File: config.mk
export PLATFORM = sky130hd
export DESIGN_NAME = ultrasonic_echo_ranger
export DESIGN_NICKNAME = d
export VERILOG_FILES = /design/src/hw/rtl/uer_pkg.sv /design/src/hw/rtl/uer_divider.sv /design/src/hw/rtl/uer_meas.sv /design/src/hw/rtl/ultrasonic_echo_ranger.sv
export SDC_FILE = /design/constraint.sdc
export NUM_CORES = 1
export LEC_CHECK = 0
export BUFFER_PORTS_ARGS = -buffer_cell sky130_fd_sc_hd__buf_4
export CORE_UTILIZATION = 55
export DETAILED_ROUTE_END_ITERATION = 7
export PLACE_DENSITY_LB_ADDON = 0.12
export SLEW_MARGIN = 20
export SYNTH_ARGS = -nofsm -noshare
export SYNTH_HDL_FRONTEND = slang
export SYNTH_SLANG_ARGS = --single-unit
File: constraint.sdc
create_clock -name clock -period 11.8 [get_ports clock]
set_clock_uncertainty 0.15 [all_clocks]
set_input_delay 1.77 -clock clock [delete_from_list [all_inputs] [get_ports clock]]
set_output_delay 1.77 -clock clock [all_outputs]
set_load 0.03 [all_outputs]
File: src/hw/rtl/uer_pkg.sv
// ============================================================================
// uer_pkg
// Shared types and constants for the ultrasonic echo ranger.
// ============================================================================
package uer_pkg;

   localparam int CSR_ADDR_W = 2;
   localparam int CSR_DATA_W = 24;
   localparam int DIST_W     = 16;

   // register indexes
   localparam logic [CSR_ADDR_W-1:0] CSR_MEASURE_PERIOD = 2'd0;
   localparam logic [CSR_ADDR_W-1:0] CSR_TRIGGER_WIDTH  = 2'd1;
   localparam logic [CSR_ADDR_W-1:0] CSR_TICKS_PER_CM   = 2'd2;

   localparam logic [23:0] MEASURE_PERIOD_RST = 24'd200000;
   localparam logic [7:0]  TRIGGER_WIDTH_RST  = 8'd20;
   localparam logic [15:0] TICKS_PER_CM_RST   = 16'd116;

   localparam logic [7:0]  SPACE_BYTE = 8'h20;

   // report beat within one tick
   localparam logic [1:0] BEAT_HI  = 2'd0;
   localparam logic [1:0] BEAT_LO  = 2'd1;
   localparam logic [1:0] BEAT_TAG = 2'd2;

   typedef enum logic [1:0] {
      PH_IDLE    = 2'd0,
      PH_TRIGGER = 2'd1,
      PH_WAIT    = 2'd2,
      PH_DONE    = 2'd3
   } phase_type;

   typedef enum logic [1:0] {
      S_IDLE = 2'd0,
      S_DIV  = 2'd1,
      S_OUT  = 2'd2
   } ctl_state_type;

   typedef struct packed {
      logic trig;
      logic report;
   } meas_out_type;

endpackage

File: src/hw/rtl/uer_divider.sv
// ============================================================================
// uer_divider
// Restoring divider, one quotient bit per cycle; zero divisor gives all ones.
// ============================================================================
module uer_divider #(
   parameter int W = 16
) (
   input  logic         clock,
   input  logic         reset,
   input  logic         start,
   input  logic [W-1:0] dividend,
   input  logic [15:0]  divisor,
   output logic         done,
   output logic [W-1:0] quotient
);

   localparam int CW = $clog2(W + 1);

   logic [15:0]   rem_ff, rem_in;
   logic [W-1:0]  quo_ff, quo_in;
   logic [CW-1:0] cnt_ff, cnt_in;
   logic          busy_ff, busy_in;
   logic          done_ff, done_in;
   logic [16:0]   trial;
   logic [16:0]   diff;
   logic          ge;

   // quo_ff shifts the dividend out at the top and the quotient in below
   assign trial = {rem_ff, quo_ff[W-1]};
   assign ge    = trial >= {1'b0, divisor};
   assign diff  = trial - {1'b0, divisor};

   always_comb begin
      rem_in  = rem_ff;
      quo_in  = quo_ff;
      cnt_in  = cnt_ff;
      busy_in = busy_ff;
      done_in = 1'b0;
      if (start) begin
         rem_in  = '0;
         quo_in  = dividend;
         cnt_in  = CW'(W);
         busy_in = 1'b1;
      end else if (busy_ff) begin
         rem_in = ge ? diff[15:0] : trial[15:0];
         quo_in = {quo_ff[W-2:0], ge};
         cnt_in = cnt_ff - CW'(1);
         if (cnt_ff == CW'(1)) begin
            busy_in = 1'b0;
            done_in = 1'b1;
         end
      end
   end

   always_ff @(posedge clock) begin
      if (reset) begin
         busy_ff <= 1'b0;
         done_ff <= 1'b0;
         cnt_ff  <= '0;
      end else begin
         busy_ff <= busy_in;
         done_ff <= done_in;
         cnt_ff  <= cnt_in;
      end
      rem_ff <= rem_in;
      quo_ff <= quo_in;
   end

   assign done     = done_ff;
   assign quotient = quo_ff;

endmodule

File: src/hw/rtl/uer_meas.sv
// ============================================================================
// uer_meas
// Per-tick measurement state: period restart, trigger pulse, echo captures.
// ============================================================================
module uer_meas #(
   parameter int TIMER_BITS = 16
) (
   input  logic                  clock,
   input  logic                  reset,
   input  logic                  step,
   input  logic                  echo,
   input  logic [23:0]           measure_period,
   input  logic [7:0]            trigger_width,
   output uer_pkg::meas_out_type meas,
   output logic [TIMER_BITS-1:0] diff
);

   uer_pkg::phase_type    phase_ff, phase_in, ph;
   logic [23:0]           period_ff, period_in, period_inc;
   logic [7:0]            tcount_ff, tcount_in, tcount_inc;
   logic [TIMER_BITS-1:0] timer_ff, start_ff, start_in, stop_ff, stop_in;
   logic                  prev_ff, rise_ff, rise_in, pend_ff, pend_in, pend;
   logic                  restart;

   assign period_inc = period_ff + 24'd1;
   assign restart    = period_inc >= measure_period;
   assign tcount_inc = tcount_ff + 8'd1;
   assign diff       = stop_ff - start_ff;

   always_comb begin
      period_in = restart ? '0 : period_inc;
      pend      = restart | pend_ff;
      ph        = restart ? uer_pkg::PH_IDLE : phase_ff;
      phase_in  = ph;
      pend_in   = pend;
      tcount_in = tcount_ff;
      rise_in   = rise_ff;
      start_in  = start_ff;
      stop_in   = stop_ff;
      meas      = '0;
      case (ph)
         uer_pkg::PH_IDLE: begin
            if (pend) begin
               phase_in  = uer_pkg::PH_TRIGGER;
               tcount_in = '0;
            end
         end
         uer_pkg::PH_TRIGGER: begin
            meas.trig = 1'b1;
            pend_in   = 1'b0;
            tcount_in = tcount_inc;
            if (tcount_inc >= trigger_width) begin
               phase_in = uer_pkg::PH_WAIT;
               rise_in  = 1'b0;
            end
         end
         uer_pkg::PH_WAIT: begin
            if (echo && !prev_ff && !rise_ff) begin
               start_in = timer_ff;
               rise_in  = 1'b1;
            end else if (!echo && prev_ff && rise_ff) begin
               stop_in  = timer_ff;
               phase_in = uer_pkg::PH_DONE;
            end
         end
         default: begin
            meas.report = 1'b1;
            phase_in    = uer_pkg::PH_IDLE;
         end
      endcase
   end

   always_ff @(posedge clock) begin
      if (reset) begin
         phase_ff  <= uer_pkg::PH_IDLE;
         period_ff <= '0;
         tcount_ff <= '0;
         timer_ff  <= '0;
         start_ff  <= '0;
         stop_ff   <= '0;
         prev_ff   <= 1'b0;
         rise_ff   <= 1'b0;
         pend_ff   <= 1'b1;
      end else if (step) begin
         phase_ff  <= phase_in;
         period_ff <= period_in;
         tcount_ff <= tcount_in;
         timer_ff  <= timer_ff + TIMER_BITS'(1);
         start_ff  <= start_in;
         stop_ff   <= stop_in;
         prev_ff   <= echo;
         rise_ff   <= rise_in;
         pend_ff   <= pend_in;
      end
   end

endmodule

File: src/hw/rtl/ultrasonic_echo_ranger.sv
// A plain tick gives its result in the cycle after the request is taken.
// A reporting tick runs the divider (one quotient bit a cycle); its first
// result comes once the divider is done and the distance is registered,
// and the other two follow as the results before them are taken.
// No new request is taken until the last result of a tick is taken,
// as set by the single shared divider and the one-request-at-a-time sequencer.
// Reset (synchronous): state and configuration registers to their defaults, first measurement pending.
// ============================================================================
// ultrasonic_echo_ranger
// Echo ranging controller: trigger pulse, echo timing, distance report bytes.
// ============================================================================
module ultrasonic_echo_ranger #(
   parameter int TIMER_BITS = 16
) (
   input  logic                           clock,
   input  logic                           reset,
   input  logic                           req_tvalid,
   output logic                           req_tready,
   input  logic [7:0]                     req_tdata,   // [0] echo_level
   output logic                           rsp_tvalid,
   input  logic                           rsp_tready,
   output logic [15:0]                    rsp_tdata,   // [0] trigger_level, [8:1] data_byte
   output logic                           rsp_tuser,   // [0] byte_valid
   output logic                           rsp_tlast,
   input  logic                           csr_we,
   input  logic [uer_pkg::CSR_ADDR_W-1:0] csr_addr,
   input  logic [uer_pkg::CSR_DATA_W-1:0] csr_wdata
);

   logic [23:0] measure_period_ff;
   logic [7:0]  trigger_width_ff;
   logic [15:0] ticks_per_cm_ff;

   uer_pkg::ctl_state_type state_ff, state_in;
   logic [1:0]             beat_ff, beat_in;
   logic                   rep_ff, rep_in, trig_ff, trig_in;
   logic [15:0]            dist_ff, dist_in, div_dist;
   logic                   step, div_start, div_done;
   logic [7:0]             data_byte;
   uer_pkg::meas_out_type  meas;
   logic [TIMER_BITS-1:0]  meas_diff, quotient;

   assign step = req_tvalid & req_tready;

   always_ff @(posedge clock) begin
      if (reset) begin
         measure_period_ff <= uer_pkg::MEASURE_PERIOD_RST;
         trigger_width_ff  <= uer_pkg::TRIGGER_WIDTH_RST;
         ticks_per_cm_ff   <= uer_pkg::TICKS_PER_CM_RST;
      end else if (csr_we) begin
         case (csr_addr)
            uer_pkg::CSR_MEASURE_PERIOD: measure_period_ff <= csr_wdata;
            uer_pkg::CSR_TRIGGER_WIDTH:  trigger_width_ff  <= csr_wdata[7:0];
            uer_pkg::CSR_TICKS_PER_CM:   ticks_per_cm_ff   <= csr_wdata[15:0];
            default: ;
         endcase
      end
   end

   uer_meas #(.TIMER_BITS(TIMER_BITS)) u_meas (
      .clock          (clock),
      .reset          (reset),
      .step           (step),
      .echo           (req_tdata[0]),
      .measure_period (measure_period_ff),
      .trigger_width  (trigger_width_ff),
      .meas           (meas),
      .diff           (meas_diff)
   );

   uer_divider #(.W(TIMER_BITS)) u_div (
      .clock    (clock),
      .reset    (reset),
      .start    (div_start),
      .dividend (meas_diff),
      .divisor  (ticks_per_cm_ff),
      .done     (div_done),
      .quotient (quotient)
   );

   // clamp the quotient to 16 bits
   generate
      if (TIMER_BITS > 16) begin : g_sat
         assign div_dist = (|quotient[TIMER_BITS-1:16]) ? 16'hFFFF : quotient[15:0];
      end else if (TIMER_BITS == 16) begin : g_eq
         assign div_dist = quotient;
      end else begin : g_ext
         // a zero divisor still saturates to the full 16 bits
         assign div_dist = (ticks_per_cm_ff == 16'd0) ? 16'hFFFF
                                                      : {{(16 - TIMER_BITS){1'b0}}, quotient};
      end
   endgenerate

   always_comb begin
      state_in   = state_ff;
      beat_in    = beat_ff;
      rep_in     = rep_ff;
      trig_in    = trig_ff;
      dist_in    = dist_ff;
      div_start  = 1'b0;
      req_tready = 1'b0;
      rsp_tvalid = 1'b0;
      case (state_ff)
         uer_pkg::S_IDLE: begin
            req_tready = 1'b1;
            if (req_tvalid) begin
               trig_in = meas.trig;
               rep_in  = meas.report;
               if (meas.report) begin
                  div_start = 1'b1;
                  beat_in   = uer_pkg::BEAT_HI;
                  state_in  = uer_pkg::S_DIV;
               end else begin
                  beat_in  = uer_pkg::BEAT_TAG;
                  state_in = uer_pkg::S_OUT;
               end
            end
         end
         uer_pkg::S_DIV: begin
            if (div_done) begin
               dist_in  = div_dist;
               state_in = uer_pkg::S_OUT;
            end
         end
         uer_pkg::S_OUT: begin
            rsp_tvalid = 1'b1;
            if (rsp_tready) begin
               if (beat_ff == uer_pkg::BEAT_TAG) begin
                  state_in = uer_pkg::S_IDLE;
               end else begin
                  beat_in = beat_ff + 2'd1;
               end
            end
         end
         default: begin
            state_in = uer_pkg::S_IDLE;
         end
      endcase
   end

   always_ff @(posedge clock) begin
      if (reset) begin
         state_ff <= uer_pkg::S_IDLE;
      end else begin
         state_ff <= state_in;
      end
      beat_ff <= beat_in;
      rep_ff  <= rep_in;
      trig_ff <= trig_in;
      dist_ff <= dist_in;
   end

   always_comb begin
      case (beat_ff)
         uer_pkg::BEAT_HI: data_byte = dist_ff[15:8];
         uer_pkg::BEAT_LO: data_byte = dist_ff[7:0];
         default:          data_byte = rep_ff ? uer_pkg::SPACE_BYTE : 8'd0;
      endcase
   end

   assign rsp_tdata = {7'd0, data_byte, trig_ff};
   assign rsp_tuser = rep_ff;
   assign rsp_tlast = (beat_ff == uer_pkg::BEAT_TAG);

   a_no_req_while_rsp: assert property (@(posedge clock) disable iff (reset)
      rsp_tvalid |-> !req_tready)
      else $error("request taken while a result is pending");

   a_done_in_div: assert property (@(posedge clock) disable iff (reset)
      div_done |-> (state_ff == uer_pkg::S_DIV))
      else $error("divider finished outside the divide state");

   a_plain_single: assert property (@(posedge clock) disable iff (reset)
      (rsp_tvalid && !rsp_tuser) |-> rsp_tlast)
      else $error("plain tick gave more than one result");

   a_report_divides: assert property (@(posedge clock) disable iff (reset)
      (step && meas.report) |=> (state_ff == uer_pkg::S_DIV))
      else $error("report tick did not start the divider");

endmodule
; ---- Word-level counts from Yosys, hierarchy flattened
; Index checks and enable logic that the tools add are counted.
[word_totals]
regBits = 194
output_inout_bits = 20
input_bits = 39
[op_classes]
magnitude_cmp = 3
n_addsub = 7
n_bitwise = 4
reduce_logical = 29
eq_ne = 17
n_mux = 41
[ops]
columns = operator, count
row1 = 16-bit 2-to-1 mux, 3
row2 = 8-bit one-hot mux with 2 select lines, 2
row3 = 16-bit subtractor, 2
row4 = 2-bit 2-to-1 mux, 14
row5 = "24-bit by 1-bit adder with 24-bit output, second input constant", 1
row6 = 24-bit greater-or-equal comparator, 1
row7 = 24-bit 2-to-1 mux, 1
row8 = 17-bit by 16-bit greater-or-equal comparator with 1-bit output, 1
row9 = "16-bit by 1-bit adder with 16-bit output, second input constant", 1
row10 = 4-bit AND reduction, 4
row11 = 1-bit 2-to-1 mux, 13
row12 = 2-bit one-hot mux with 3 select lines, 2
row13 = 5-bit 2-to-1 mux, 2
row14 = 2-bit AND reduction, 5
row15 = "8-bit by 1-bit adder with 8-bit output, second input constant", 1
row16 = "2-bit by 1-bit == test with 1-bit output, second input constant", 4
row17 = "2-bit == test, second input constant", 4
row18 = 8-bit greater-or-equal comparator, 1
row19 = 2-bit logical NOT, 4
row20 = 8-bit 2-to-1 mux, 1
row21 = "2-bit by 1-bit != test with 1-bit output, second input constant", 4
row22 = "2-bit != test, second input constant", 4
row23 = 2-bit nonzero test, 4
row24 = 6-bit 2-to-1 mux, 1
row25 = other kinds (13), 21

; ---- Logic depth before layout (Yosys ltp)
; Gate-level depths: netlist of the first run.
[logic_depth]
ltp_word = 9
depth_mapped = 24

; ---- Cells and area by module
; From an unflattened synthesis of the first run, not the netlist that was laid out.
[unflattened]
hier_cells = 1267
hier_area_um2 = 11185.7
[modules_own_cells]
columns = mod, area_each_um2, seq_area_each_um2, instances, cells_each
row1 = uer_meas, 5713.0, 1701.6, 1, 685
row2 = uer_divider, 2790.2, 940.9, 1, 308
row3 = ultrasonic_echo_ranger, 2682.6, 1601.5, 1, 274

; ---- Worst setup path after synthesis of the first run
; No wires, ideal clock.
[synth_timing]
path_kind = reg-to-reg
from = reg u_meas.period_ff[2]
to = reg u_div.quo_ff[0] (netlist: u_div.quotient[0]) (enable)
stages_incl_launch_ff = 22
arrival_ps = 4158
setup_ps = 364
period_less_slack_ps = 4672
path_buffers = 4
setup_slack_ps = 7128
required_ps = 11286
cell_sequence = dfxtp_1 > and3_2 > and3_1 > buf_4 > and3_1 > buf_4 > and3_1 > buf_4 > nand4_1 > xnor2_1 > ha_1 > a21o_1 > a21o_1 > a21oi_1 > o211ai_1 > o21ai_4 > and2_1 > ha_1 > and2_1 > clkbuf_1 > nor2_1 > inv_1
[synth_lines]
columns = element, line_no
row1 = from (decl), uer_meas.sv:19  ; logic [23:0] period_ff, period_in, period_inc;
row2 = from (signal assigned), uer_meas.sv:86  ; period_ff <= period_in;
row3 = to (signal assigned), uer_divider.sv:66  ; quo_ff <= quo_in;
row4 = to (decl), uer_divider.sv:20  ; logic [W-1:0] quo_ff, quo_in;

==> impl_metrics.env, run 1 <==
export IMPL_setup_violations_final=0
export IMPL_cp_end_kind="flop"
export IMPL_powerDensity_nw_per_um2=120
export IMPL_grt_pass1_vias=7612
export IMPL_yosys_area_top_type_share_pct=30.4
export IMPL_synth_area_leaders="dfxtp_1 30%, edfxtp_1 10%, ha_1 9.3%, nand2_1 6.7%, a21oi_1 5.3%"
export IMPL_synth_seq_cells=194
export IMPL_clk_latency_ns=0.45
export IMPL_dr_total_vias=8187
export IMPL_ctsHoldBuffers=0
export IMPL_port_buffers=44
export IMPL_hold_viol_final=0
export IMPL_worstPathCellList="and3_2 > and3_1 > and3_1 > and3_1 > nand4_1 > xnor2_1 > ha_1 > a21o_1 > a21o_1 > a21oi_1 > o211ai_1 > o21ai_4 > and2_1 > ha_1 > and2_1 > nor2_1 > inv_1"
export IMPL_cpMostUsedCell="and3_1"
export IMPL_synth_flop_cell="dfxtp_1"
export IMPL_routedWlPerCell_um=14.7
export IMPL_cts_tree="built"
export IMPL_cpLargestDelayFamily="simple AND/OR/NAND/NOR gates"
export IMPL_drtIter0Drc=423
export IMPL_seq_power_share_pct=50.3
export IMPL_synth_avg_cell_area_sq_um=8.55
export IMPL_synthCells=1216
export IMPL_cts_buffer_depth=2
export IMPL_critPathMaxFanout=19
export IMPL_die_h_um=140
export IMPL_ys_warn_count=0
export IMPL_grt_max_degree=85
export IMPL_antenna_found_initial=0
export IMPL_rows=49
export IMPL_worst_ep_arrival_time_ns=5.79
export IMPL_synth_cell_type_count=66
export IMPL_hold_path_class="flop to flop"
export IMPL_rsz0062_at_grt="no"
export IMPL_synthArstFlopShare_pct=0
export IMPL_slew_viol_final=0
export IMPL_tightest_slew_ns=0.890
export IMPL_p_int_mw=1.02
export IMPL_htree_levels=4
export IMPL_area_growth_pct=9.49
export IMPL_clockRootBuffer="clkbuf_16"
export IMPL_synth_edf_count=36
export IMPL_cts_sinks=194
export IMPL_max_stage_delay_ns=0.52
export IMPL_worst_ep_required_time_ns=11.73
export IMPL_utilization_pct=62.3
export IMPL_yosysTopAreaCell="dfxtp_1"
export IMPL_coreArea_sq_um=18300
export IMPL_fmax_mhz=171
export IMPL_ctsResizeCount=0
export IMPL_seq_area_frac_synth_pct=40.8
export IMPL_crit_buf_inv=1
export IMPL_antenna_left=0
export IMPL_firstDrtPassIters=5
export IMPL_synth_most_common_cell="nand2_1"
export IMPL_cts_post_setup_buffers_inserted=0
export IMPL_globalRoute_totalOverflow=0
export IMPL_final_layout_size_suffix_gt1_share_pct=8.16
export IMPL_grt_pass1_wl_um=37100
export IMPL_vdd_drop_max_v=0.000117
export IMPL_route_detailed_drc=0
export IMPL_status="completed"
export IMPL_power_mw=1.37
export IMPL_dieArea_sq_um=19500
export IMPL_period_share_pct=49.6
export IMPL_die_x_um=140
export IMPL_start_kind="flop"
export IMPL_totalWireLength_um=21600
export IMPL_combPwrFrac_pct=7.0
export IMPL_viasPerCell=5.57
export IMPL_period_needed_ns=5.86
export IMPL_start_util_pct=56.9
export IMPL_leakagePower_nw=4.73
export IMPL_num_io_pins=59
export IMPL_crit_type="flop to flop"
export IMPL_clk_pin_slew_ns=0.07
export IMPL_globalplace_congestion=0.847
export IMPL_final_setup_tns_ns=0
export IMPL_fillers=1643
export IMPL_slowest_stage="o21ai_4"
export IMPL_grt_use_total_pct=23.6
export IMPL_total_switching_power_uw=350
export IMPL_clkPwrFrac_pct=42.8
export IMPL_cts_made_buffers=17
export IMPL_drv_cap=0
export IMPL_swShare_pct=25.6
export IMPL_synth_commonest_cells="187 x nand2_1, 158 x dfxtp_1, 111 x a21oi_1"
export IMPL_nNetsFinal=1342
export IMPL_hpwlAfterDp_um=15500
export IMPL_maxSlewHeadroom_pct=40.6
export IMPL_syn_area_sq_um=10400
## power groups by stage
stage	sequential (mW)	combinational, mW	clock, mW
5_1_grt	0.690	0.106	0.627
6_report	0.689	0.0952	0.586
3_5_place_dp	0.704	0.0951	0
4_1_cts	0.689	0.0957	0.597
3_3_place_gp	0.704	0.0942	0
2_1_floorplan	0.702	0.0689	0
## layer usage
metal  track usage [%]  vias up  share of wire, %
met3              4.20       32               3.4
met5                 0        -                 0
met4              7.02        0               1.4
li1                  -     4226                 -
met2              36.2      124                44
met1              33.7     3805                51
## final timing paths
check	start	end	slack (ns)	cells past startpoint
worst min-delay path	u_div.quotient[3]$_DFFE_PP_	dist_ff[3]$_DFFE_PP_	0.29	0
worst min register to register	u_div.quotient[3]$_DFFE_PP_	dist_ff[3]$_DFFE_PP_	0.29	0
worst max register to register	u_meas.period_ff[0]$_SDFFE_PP0P_	u_div.quotient[11]$_DFFE_PP_	5.94	17
worst max-delay path	u_meas.period_ff[0]$_SDFFE_PP0P_	u_div.quotient[11]$_DFFE_PP_	5.94	17
## area by class of cell
class	count	area (sq um)	share of cell area [%]
Timing Repair Buffer	50	375	3.30
Tap cell	229	287	2.52
Antenna cell	3	7.51	0.0659
Multi-Input combinational cell	870	5540	48.7
Clock inverter	15	165	1.45
Inverter	91	342	3.00
Clock buffer	17	425	3.74
Sequential cell	194	4240	37.3
## metrics by stage
stage	cells	setup WS, ns	hold slack, ns	area (sq um)
6_report	1469	5.94	0.294	11400
5_1_grt	1466	5.56	0.301	11400
4_1_cts	1466	5.98	0.296	11400
3_5_place_dp	1434	6.00	0.284	10800
3_3_place_gp	1434	6.06	0.284	10800
2_1_floorplan	1222	7.13	0.276	10400
## layout by cell type (no fill, tap or decap), types with 16 or more instances in the layout
cell,Yosys,final
a21oi_1,111,111
buf_4,12,50
clkbuf_16,0,17
dfxtp_1,158,158
edfxtp_1,36,36
ha_1,77,77
inv_1,89,89
mux2i_1,31,31
nand2_1,187,187
nand3_1,34,34
nand4_1,16,16
nor2_1,69,68
nor3_1,20,20
o21ai_0,63,63
xnor2_1,36,36
xor2_1,28,28
## flip-flops by register name (all words and copies together) (netlist names), 2 cells and up
name / cells
beat_ff: 2
dist_ff: 16
measure_period_ff: 24
state_ff: 2
ticks_per_cm_ff: 16
trigger_width_ff: 8
u_div.cnt_ff: 5
u_div.quotient: 16
u_div.rem_ff: 16
u_meas.period_ff: 24
u_meas.phase_ff: 2
u_meas.start_ff: 16
u_meas.stop_ff: 16
u_meas.tcount_ff: 8
u_meas.timer_ff: 16
## cells by family after synthesis
kind of cell | Yosys count | synth area share [%]
muxes | 33 | 3.20
and+or+nand+nor | 413 | 18.5
buffers and inverters | 158 | 6.20
DFF | 194 | 40.8
other | 1 | 0.0361
adders and majority gates | 79 | 9.65
AOI/OAI and AO/OA | 274 | 16.2
xor gates and xnor gates | 64 | 5.39
No activity file was read; power rests on OpenSTA's default activity.
==> run 2: changes to the inputs <==
- clock period: 11.8 -> 4.7 ns (I/O delays scaled with it)
==> impl_metrics.env, run 2 (synthesis gave the netlist of run 1 again) <==
export IMPL_crit_buf_inv=2
export IMPL_drtIter0Drc=516
export IMPL_wl_met2_um=9440
export IMPL_drv_cap=0
export IMPL_critPathMaxFanout=6
export IMPL_worst_ep_arrival_time_ns=4.58
export IMPL_routedWlPerCell_um=14.7
export IMPL_worstPathCellList="and3_2 > and3_1 > and3_1 > buf_4 > nand3_1 > xnor2_1 > ha_1 > nand4_1 > nor3_1 > a2111oi_2 > o211ai_1 > o21ai_4 > and2_2 > inv_1 > ha_1 > o21ai_0 > a31o_2 > and2_1 > mux2_2"
export IMPL_setup_ws_ns=0.291
export IMPL_num_antenna_cells=0
export IMPL_globalplace_congestion=0.853
export IMPL_utilization_pct=63.2
export IMPL_holdPathStages=2
export IMPL_clk_pin_slew_ns=0.07
export IMPL_fillers=1628
export IMPL_final_layout_size_suffix_gt1_share_pct=10.3
export IMPL_tightest_slew_ns=0.798
export IMPL_met3_length_um=600
export IMPL_rows=49
export IMPL_hold_path_class="flop to flop"
export IMPL_stdcell_area_sq_um=11600
export IMPL_powerDensity_nw_per_um2=293
export IMPL_slowest_stage="o211ai_1"
export IMPL_timing_rr_start="u_meas.period_ff[2]$_SDFFE_PP0P_"
export IMPL_placed_cell_area_sq_um=11000
export IMPL_top_layer="met4"
export IMPL_route_detailed_drc=0
export IMPL_die_h_um=140
export IMPL_period_share_pct=93.8
export IMPL_num_io_pins=59
export IMPL_coreArea_sq_um=18300
export IMPL_crit_type="flop to flop"
export IMPL_hpwlAfterDp_um=15600
export IMPL_r2r_end="u_meas.tcount_ff[0]$_SDFFE_PP0P_"
export IMPL_status="completed"
export IMPL_vdd_drop_max_v=0.000265
export IMPL_grt_pass1_vias=7781
export IMPL_die_x_um=140
export IMPL_port_buffers=44
export IMPL_antenna_left=0
export IMPL_start_kind="flop"
export IMPL_power_mw=3.38
export IMPL_period_needed_ns=4.41
export IMPL_grt_use_total_pct=23.6
export IMPL_cts_sinks=194
export IMPL_cts_buffer_depth=2
export IMPL_ctsHoldBuffers=0
export IMPL_totalWireLength_um=21800
export IMPL_cts_made_buffers=17
export IMPL_final_setup_tns_ns=0
export IMPL_cpLargestDelayFamily="simple AND/OR/NAND/NOR gates"
export IMPL_grt_pass1_wl_um=37200
export IMPL_clk_latency_ns=0.44
export IMPL_area_growth_pct=11.1
export IMPL_leakagePower_nw=4.83
export IMPL_slew_viol_final=0
export IMPL_rsz0062_at_grt="no"
export IMPL_fmax_mhz=227
export IMPL_setup_violations_final=0
export IMPL_whs_endpoint="ticks_per_cm_ff[15]$_SDFFE_PP0P_"
export IMPL_maxSlewHeadroom_pct=46.8
export IMPL_worst_ep_required_time_ns=4.87
export IMPL_r2r_slack_ns=0.29
export IMPL_globalRoute_totalOverflow=0
export IMPL_start_util_pct=56.9
export IMPL_cp_end_kind="flop"
export IMPL_wirelength_met1_um=11500
export IMPL_clockRootBuffer="clkbuf_16"
export IMPL_fin_hold_ws_ns=0.305
export IMPL_holdCritStartpoint="ticks_per_cm_ff[15]$_SDFFE_PP0P_"
export IMPL_final_cell_mix="187 x nand2_1, 154 x dfxtp_1, 111 x a21oi_1, 89 x inv_1, 75 x ha_1"
export IMPL_r2r_cells=19
export IMPL_grt_max_degree=66
export IMPL_max_stage_delay_ns=0.38
export IMPL_antenna_found_initial=0
export IMPL_final_cells=1487
export IMPL_dr_total_vias=8218
export IMPL_cts_tree="built"
export IMPL_pre_cts_ws_ns=0.0999
export IMPL_viasPerCell=5.53
export IMPL_dp_cells=1453
export IMPL_dieArea_sq_um=19500
export IMPL_top_regs="measure_period_ff (24), u_meas.period_ff (24)"
export IMPL_firstDrtPassIters=6
export IMPL_htree_levels=4
export IMPL_hold_viol_final=0
export IMPL_worstSetupPathDepth=19
export IMPL_final_common_cell="nand2_1"
export IMPL_nNetsFinal=1363
## run 2: what timing repair did
item,in CTS,in global routing
resized for setup,0,9
endpoints found under the setup margin,0,69
setup buffers,0,2
## run 2: cell type report
type	count	area, sq um	area share, %
repair buffers	71	562	4.86
flip-flops and latches	194	4250	36.8
well taps	229	287	2.48
clock buffers	17	425	3.68
multi-input cells	870	5550	48.1
clock inverters	15	138	1.19
inverters	91	342	2.96
## run 2: how the worst max path moves through the flow
stage / end / slack [ns] / startpoint
after floorplan: u_div.quotient[0]$_DFFE_PP_ / 0.03 / u_meas.period_ff[2]$_SDFFE_PP0P_
after global placement: u_div.quotient[15]$_DFFE_PP_ / 0.17 / u_meas.period_ff[0]$_SDFFE_PP0P_
after detailed placement: u_div.quotient[15]$_DFFE_PP_ / 0.1 / u_meas.period_ff[2]$_SDFFE_PP0P_
after CTS: u_div.quotient[15]$_DFFE_PP_ / 0.07 / u_meas.period_ff[0]$_SDFFE_PP0P_
after global routing: u_meas.stop_ff[13]$_SDFFE_PP0P_ / 0.01 / u_meas.period_ff[0]$_SDFFE_PP0P_
final: u_meas.tcount_ff[0]$_SDFFE_PP0P_ / 0.29 / u_meas.period_ff[2]$_SDFFE_PP0P_
## run 2: power by group
group / leakage (nW) / switching, mW / total, mW / internal [mW]
Clock: 0.269 / 0.707 / 1.41 / 0.703
Sequential: 1.61 / 0.0174 / 1.73 / 1.71
Combinational: 2.95 / 0.152 / 0.244 / 0.0912
Total: 4.83 / 0.877 / 3.38 / 2.51
## run 2: metal layers
layer,up-vias,global-route usage [%]
li1,4265,-
met1,3817,33.6
met2,114,36.9
met3,22,3.23
met4,0,7.25
met5,-,0
## run 2: worst register-to-register path: cells and delay by family (launching register included)
| kind | cells | cell delay, ns |
|---|---|---|
| AOI/OAI and AO/OA | 5 | 0.97 |
| xor gates and xnor gates | 1 | 0.16 |
| adders and majority gates | 2 | 0.58 |
| buffers and inverters | 2 | 0.24 |
| DFF | 1 | 0.36 |
| muxes | 1 | 0.27 |
| and+or+nand+nor | 8 | 1.60 |
